File: src/rtl/core/kalman_position_velocity_filter_core_defines.svh
// ----------------------------------------------------------------------------
// Kalman position/velocity filter core: assertion macros
// Shared property shorthands for the core's checks.
// ----------------------------------------------------------------------------
`ifndef KALMAN_POSITION_VELOCITY_FILTER_CORE_DEFINES_SVH
`define KALMAN_POSITION_VELOCITY_FILTER_CORE_DEFINES_SVH

// same-cycle implication
`define KPV_CHECK_NOW(lbl, ante, cons) \
    lbl: assert property (@(posedge clk) disable iff (!rst_n) (ante) |-> (cons)) \
        else $error("kpv check failed");

// next-cycle implication
`define KPV_CHECK_NEXT(lbl, ante, cons) \
    lbl: assert property (@(posedge clk) disable iff (!rst_n) (ante) |=> (cons)) \
        else $error("kpv check failed");

`endif

File: src/rtl/core/kpv_pkg.sv
// ----------------------------------------------------------------------------
// kpv_pkg
// Types, operation codes and helpers of the Kalman filter core.
// ----------------------------------------------------------------------------
package kpv_pkg;

    localparam int ACC_W     = 56;
    localparam int DIV_STEPS = 48;

    localparam logic [3:0] MUL_NONE    = 4'd0;
    localparam logic [3:0] MUL_DT_DT   = 4'd1;
    localparam logic [3:0] MUL_DT_X1   = 4'd2;
    localparam logic [3:0] MUL_DT_2P01 = 4'd3;
    localparam logic [3:0] MUL_DT2_P11 = 4'd4;
    localparam logic [3:0] MUL_DT_P11  = 4'd5;
    localparam logic [3:0] MUL_K0_E    = 4'd6;
    localparam logic [3:0] MUL_K1_E    = 4'd7;
    localparam logic [3:0] MUL_OMK_A   = 4'd8;
    localparam logic [3:0] MUL_OMK_B   = 4'd9;
    localparam logic [3:0] MUL_K1_B    = 4'd10;

    localparam logic [3:0] WB_NONE = 4'd0;
    localparam logic [3:0] WB_DT2  = 4'd1;
    localparam logic [3:0] WB_XP   = 4'd2;
    localparam logic [3:0] WB_ACC  = 4'd3;
    localparam logic [3:0] WB_A    = 4'd4;
    localparam logic [3:0] WB_BCSE = 4'd5;
    localparam logic [3:0] WB_X0   = 4'd6;
    localparam logic [3:0] WB_X1   = 4'd7;
    localparam logic [3:0] WB_P00  = 4'd8;
    localparam logic [3:0] WB_P01  = 4'd9;
    localparam logic [3:0] WB_P11  = 4'd10;

    localparam logic [1:0] CFG_STEP_PERIOD    = 2'd0;
    localparam logic [1:0] CFG_POSITION_NOISE = 2'd1;
    localparam logic [1:0] CFG_VELOCITY_NOISE = 2'd2;
    localparam logic [1:0] CFG_MEASURE_NOISE  = 2'd3;

    typedef struct packed {
        logic [3:0] mul_sel;
        logic [3:0] wb_sel;
        logic       capture;
        logic       div_start;
        logic       load_out;
    } cmd_t;

    typedef struct packed {
        logic div_done;
    } status_t;

    function automatic logic signed [31:0] sat32(input logic signed [ACC_W-1:0] v);
        logic signed [31:0] r;
        if (v > ACC_W'(64'sd2147483647))
            r = 32'sh7FFFFFFF;
        else if (v < -ACC_W'(64'sd2147483648))
            r = 32'sh80000000;
        else
            r = v[31:0];
        return r;
    endfunction

    function automatic logic signed [ACC_W-1:0] ext32(input logic signed [31:0] v);
        return {{(ACC_W-32){v[31]}}, v};
    endfunction

endpackage

File: src/rtl/core/kpv_ctrl.sv
// ----------------------------------------------------------------------------
// kpv_ctrl
// Sequencer: predict, divide, update, deliver; drives the handshakes.
// ----------------------------------------------------------------------------
module kpv_ctrl
(
    input  logic              clk,
    input  logic              rst_n,
    input  logic              in_valid,
    output logic              in_stall,
    output logic              out_valid,
    input  logic              out_stall,
    input  kpv_pkg::status_t  status,
    output kpv_pkg::cmd_t     cmd
);

    localparam logic [2:0] ST_IDLE  = 3'd0;
    localparam logic [2:0] ST_PRED  = 3'd1;
    localparam logic [2:0] ST_DIV   = 3'd2;
    localparam logic [2:0] ST_WAIT  = 3'd3;
    localparam logic [2:0] ST_UPD   = 3'd4;
    localparam logic [2:0] ST_DONE  = 3'd5;
    localparam logic [2:0] LAST_STEP = 3'd5;

    logic [2:0] state_reg, state_next;
    logic [2:0] step_reg, step_next;
    logic       out_valid_reg, out_valid_next;
    logic       slot_free;

    assign slot_free = !out_valid_reg || !out_stall;

    always_comb
    begin
        state_next     = state_reg;
        step_next      = step_reg;
        out_valid_next = out_valid_reg && out_stall;
        cmd            = '0;
        cmd.mul_sel    = kpv_pkg::MUL_NONE;
        cmd.wb_sel     = kpv_pkg::WB_NONE;
        case (state_reg)
            ST_IDLE:
            begin
                if (in_valid)
                begin
                    cmd.capture = 1'b1;
                    state_next  = ST_PRED;
                    step_next   = '0;
                end
            end
            ST_PRED:
            begin
                case (step_reg)
                    3'd0: cmd.mul_sel = kpv_pkg::MUL_DT_DT;
                    3'd1: begin cmd.mul_sel = kpv_pkg::MUL_DT_X1;   cmd.wb_sel = kpv_pkg::WB_DT2; end
                    3'd2: begin cmd.mul_sel = kpv_pkg::MUL_DT_2P01; cmd.wb_sel = kpv_pkg::WB_XP;  end
                    3'd3: begin cmd.mul_sel = kpv_pkg::MUL_DT2_P11; cmd.wb_sel = kpv_pkg::WB_ACC; end
                    3'd4: begin cmd.mul_sel = kpv_pkg::MUL_DT_P11;  cmd.wb_sel = kpv_pkg::WB_A;   end
                    default: cmd.wb_sel = kpv_pkg::WB_BCSE;
                endcase
                step_next = step_reg + 3'd1;
                if (step_reg == LAST_STEP)
                    state_next = ST_DIV;
            end
            ST_DIV:
            begin
                cmd.div_start = 1'b1;
                state_next    = ST_WAIT;
            end
            ST_WAIT:
            begin
                if (status.div_done)
                begin
                    state_next = ST_UPD;
                    step_next  = '0;
                end
            end
            ST_UPD:
            begin
                case (step_reg)
                    3'd0: cmd.mul_sel = kpv_pkg::MUL_K0_E;
                    3'd1: begin cmd.mul_sel = kpv_pkg::MUL_K1_E;  cmd.wb_sel = kpv_pkg::WB_X0;  end
                    3'd2: begin cmd.mul_sel = kpv_pkg::MUL_OMK_A; cmd.wb_sel = kpv_pkg::WB_X1;  end
                    3'd3: begin cmd.mul_sel = kpv_pkg::MUL_OMK_B; cmd.wb_sel = kpv_pkg::WB_P00; end
                    3'd4: begin cmd.mul_sel = kpv_pkg::MUL_K1_B;  cmd.wb_sel = kpv_pkg::WB_P01; end
                    default: cmd.wb_sel = kpv_pkg::WB_P11;
                endcase
                step_next = step_reg + 3'd1;
                if (step_reg == LAST_STEP)
                    state_next = ST_DONE;
            end
            ST_DONE:
            begin
                if (slot_free)
                begin
                    cmd.load_out   = 1'b1;
                    out_valid_next = 1'b1;
                    state_next     = ST_IDLE;
                end
            end
            default: state_next = ST_IDLE;
        endcase
    end

    always_ff @(posedge clk or negedge rst_n)
    begin
        if (!rst_n)
        begin
            state_reg     <= ST_IDLE;
            step_reg      <= '0;
            out_valid_reg <= 1'b0;
        end
        else
        begin
            state_reg     <= state_next;
            step_reg      <= step_next;
            out_valid_reg <= out_valid_next;
        end
    end

    assign in_stall  = (state_reg != ST_IDLE);
    assign out_valid = out_valid_reg;

endmodule

File: config.mk
export PLATFORM = sky130hd
export DESIGN_NAME = kpv_ctrl
export DESIGN_NICKNAME = d
export VERILOG_FILES = /design/src/rtl/core/kalman_position_velocity_filter_core_defines.svh /design/src/rtl/core/kpv_pkg.sv /design/src/rtl/core/kpv_ctrl.sv
export SDC_FILE = /design/constraint.sdc
export NUM_CORES = 1
export LEC_CHECK = 0
export ABC_AREA = 1
export BUFFER_PORTS_ARGS = -buffer_cell sky130_fd_sc_hd__buf_4
export CAP_MARGIN = 25
export CORE_MARGIN = 3
export CORE_UTILIZATION = 50
export CTS_CLUSTER_DIAMETER = 120
export CTS_CLUSTER_SIZE = 10
export DETAILED_ROUTE_END_ITERATION = 7
export PLACE_DENSITY = 0.87
export SLEW_MARGIN = 25
export SYNTH_ARGS = -nofsm -noshare
export SYNTH_HDL_FRONTEND = slang
export SYNTH_SLANG_ARGS = --single-unit
File: constraint.sdc
create_clock -name clk -period 1.79 [get_ports clk]
set_input_delay 0.2685 -clock clk [delete_from_list [all_inputs] [get_ports clk]]
set_output_delay 0.2685 -clock clk [all_outputs]
set_load 0.01 [all_outputs]
==> results.tsv <==
stage	metric	value	unit
setup_path	CP Data Arrival Time	1.61	ns
setup_path	slowest CP cell	dfrtp_2	
grt	vias in the first global route	747	
detailed_routing	drt drc	0	
clocking	CTS Buf Count	3	
sta	Clock Skew	0.00107	ns
grt	GRT Total Usage	0.224	
final_layout	Final #Nets	141	
logic_synthesis	netlist area before placement	696	um^2
floorplan	I/O pin cnt	18	
outcome	failing checks	negative setup slack	
floorplan	area of the core	1200	um^2
power	total power divided by cell area	2020	nW/um^2
sta	post-layout min period	1.88	ns
logic_synthesis	Synth Register Bits	7	
clocking	CTS Root Buffer Type	clkbuf_4	
grt	gr ovfl total	0	
setup_path	Setup CP Type	reg2out	
sta	final setup fails	7	
clocking	Worst-path clk slew	0.05	ns
floorplan	Starting Density	0.579	
placed_design	input/output buffers	17	
detailed_routing	Starting DRT DRC Count	66	
sta	Fin. Hold Viols	0	
setup_path	CP max stage delay	0.42	ns
floorplan	die footprint	1870	um^2
clocking	total clock sinks	7	
sta	final setup margin	-0.0867	ns
setup_path	most used cell, CP	nand2_1	
detailed_routing	WL/cell	16.1	um
setup_path	Setup crit end kind	primary output	
logic_synthesis	share of the synthesized area in the top cell type	0.252	
detailed_routing	Final ANT Viol Nets	0	
clocking	clock latency on the worst-skew pair	0.24	ns
flow_run	maxcap violations	0	
final_layout	Ant. Diodes	0	
sta	RSZ-0062 raised after global routing	true	
logic_synthesis	syn avg cell area	6.96	um^2
grt	global-route wire length before repair	3.24	mm
floorplan	Die X-Extent	43.3	um
power	Worst VDD drop	0.00119	V
logic_synthesis	top cells by area, synth	dfrtp_1 (25%), nand2_1 (16%), ha_1 (9.0%)	
floorplan	FP Rows	12	
setup_path	crit path max fanout	4	
final_layout	Filler cells	61	
outcome	status	finished with violations	
logic_synthesis	Syn Nets	110	
final_layout	share of layout cells above drive strength 1	0.477	
sta	fin crit share	1.05	
setup_path	delay-heaviest family, CP	flip-flops	
placed_design	routability congestion estimate	0.846	
grt	initial antenna violation count	0	
setup_path	critical-path cell list	inv_2 > ha_2 > o21ai_4 > nand3_4 > nand2_1 > nand2_1 > o21ai_1 > buf_4	
logic_synthesis	Synth area leader	dfrtp_1	
placed_design	HPWL after DPL	1.17	mm
detailed_routing	Via density	5.84	
logic_synthesis	yosys warns	0	
clocking	Clock Tree Buf Depth	2	
placed_design	Post-DP Area	833	um^2
grt	largest net degree at the start of global routing	10	
logic_synthesis	synthesized netlist cell count	100	
power	Leak	0.554	nW
hold_path	Hold Crit Class	in2reg	
sta	relative slew slack	0.812	
logic_synthesis	library cells used by synthesis	22	
sta	FMAX	533	MHz
setup_path	Startpoint Class	register	
final_layout	area grow syn2layout	49.3	%
final_layout	final instance area	1040	um^2
sta	worst hold margin	0.250	ns
setup_path	Worst Path Buf+Inv	2	
floorplan	Chip Height	43.3	um
setup_path	Worst EP required	1.52	ns
sta	worst-margin pin slew	0.281	ns
clocking	CTS tree	built	
clocking	H-tree depth	1	
detailed_routing	WL final	2.31	mm
sta	max-slew violations	0	
logic_synthesis	part of the Yosys area used for sequential elements	0.252	
detailed_routing	DR pass1 iterations	5	
detailed_routing	via count	841	
metal layers:
layer | vias up | wire (um) | track usage | share of wire
met4 | 0 | 79 | 0.133 | 0.034
met3 | 11 | 148 | 0.0127 | 0.064
li1 | 392 | - | - | -
met2 | 51 | 1160 | 0.360 | 0.50
met1 | 387 | 927 | 0.293 | 0.40
met5 | - | 0 | 0 | 0
cell type report:
| cell class | instances | area [um^2] | share of cell area |
|---|---|---|---|
| Tap cell | 14 | 17.5 | 0.0169 |
| Multi-Input combinational cell | 76 | 527 | 0.507 |
| Timing Repair Buffer | 29 | 231 | 0.223 |
| Inverter | 14 | 55.1 | 0.0530 |
| Sequential cell | 7 | 181 | 0.175 |
| Clock buffer | 4 | 26.3 | 0.0253 |
per-stage QoR:
| step | total power [mW] | setup slack, ns | cells | util | TNS, ns |
|---|---|---|---|---|---|
| 2_1_floorplan | 1.12 | 0.243 | 100 | - | 0 |
| 3_3_place_gp | 1.40 | 0.102 | 130 | 0.694 | 0 |
| 3_5_place_dp | 1.43 | 0.0591 | 130 | 0.694 | 0 |
| 4_1_cts | 1.82 | -0.0736 | 143 | 0.829 | -0.230 |
| 5_1_grt | 2.25 | -0.172 | 144 | 0.865 | -1.00 |
| 6_report | 2.10 | -0.0867 | 144 | 0.865 | -0.423 |
logic make-up (layout without fill, tap and decap cells):
| family | after synthesis | after routing | synth area share |
|---|---|---|---|
| DFF | 7 | 7 | 0.252 |
| buffers and inverters | 17 | 47 | 0.108 |
| adders and majority gates | 5 | 5 | 0.0899 |
| AOI/OAI and AO/OA | 20 | 20 | 0.174 |
| and+or+nand+nor | 51 | 51 | 0.376 |
power breakdown:
part           internal (mW)  switching (mW)
Combinational          0.689           0.892
Clock                 0.0844          0.0481
Sequential             0.233           0.153
Total                   1.01            1.09
worst reg2reg max path: cells and delay by family (launching register included):
kind                     cells  cell delay, ns
flip-flops                   1            0.45
AND/OR/NAND/NOR              6            0.64
buffers and inverters        1            0.11
adder cells (fa/ha/maj)      1            0.25
cell usage after synthesis:
master     n
buf_4      3
nor2_4     1
inv_1     13
inv_2      1
nand2_1   29
nand3_1    6
o32ai_1    1
nand2_2    2
o211ai_1   1
o21ai_2    3
o21ai_0    3
dfrtp_1    7
ha_1       5
nand3_2    3
nand4_1    1
a21oi_1    7
o21ai_1    2
nor2_1     4
nor2_2     2
nand4_2    1
o22ai_1    3
nand2_4    2
what timing repair did:
action                     in CTS  in global routing
hold buffers                    1                  0
resized for setup              17                 12
hold endpoints to repair        7                  0
cloned                          0                  0
setup buffers                   8                  1
setup endpoints to repair       7                  8
pin swaps                       5                  4
cell usage in the layout, fill, tap and decap left out, types with 4 or more instances in the layout:
master,instances
a21oi_1,5
buf_4,25
dfrtp_2,5
inv_1,10
nand2_1,28
nand3_1,6
nor2_1,4
worst paths after layout:
path | end | startpoint | cells past startpoint | slack [ns]
min in group asynchronous | step_reg[2] | rst_n | 2 | 0.39
max | cmd[4] | step_reg[1] | 8 | -0.09
max in group asynchronous | state_reg[1] | rst_n | 2 | 1.27
min | out_valid | out_stall | 3 | 0.25
max reg2reg | state_reg[1] | step_reg[1] | 8 | 0.28
min reg2reg | out_valid | out_valid | 2 | 0.50
Note: power is estimated with default switching activity, not from simulation.
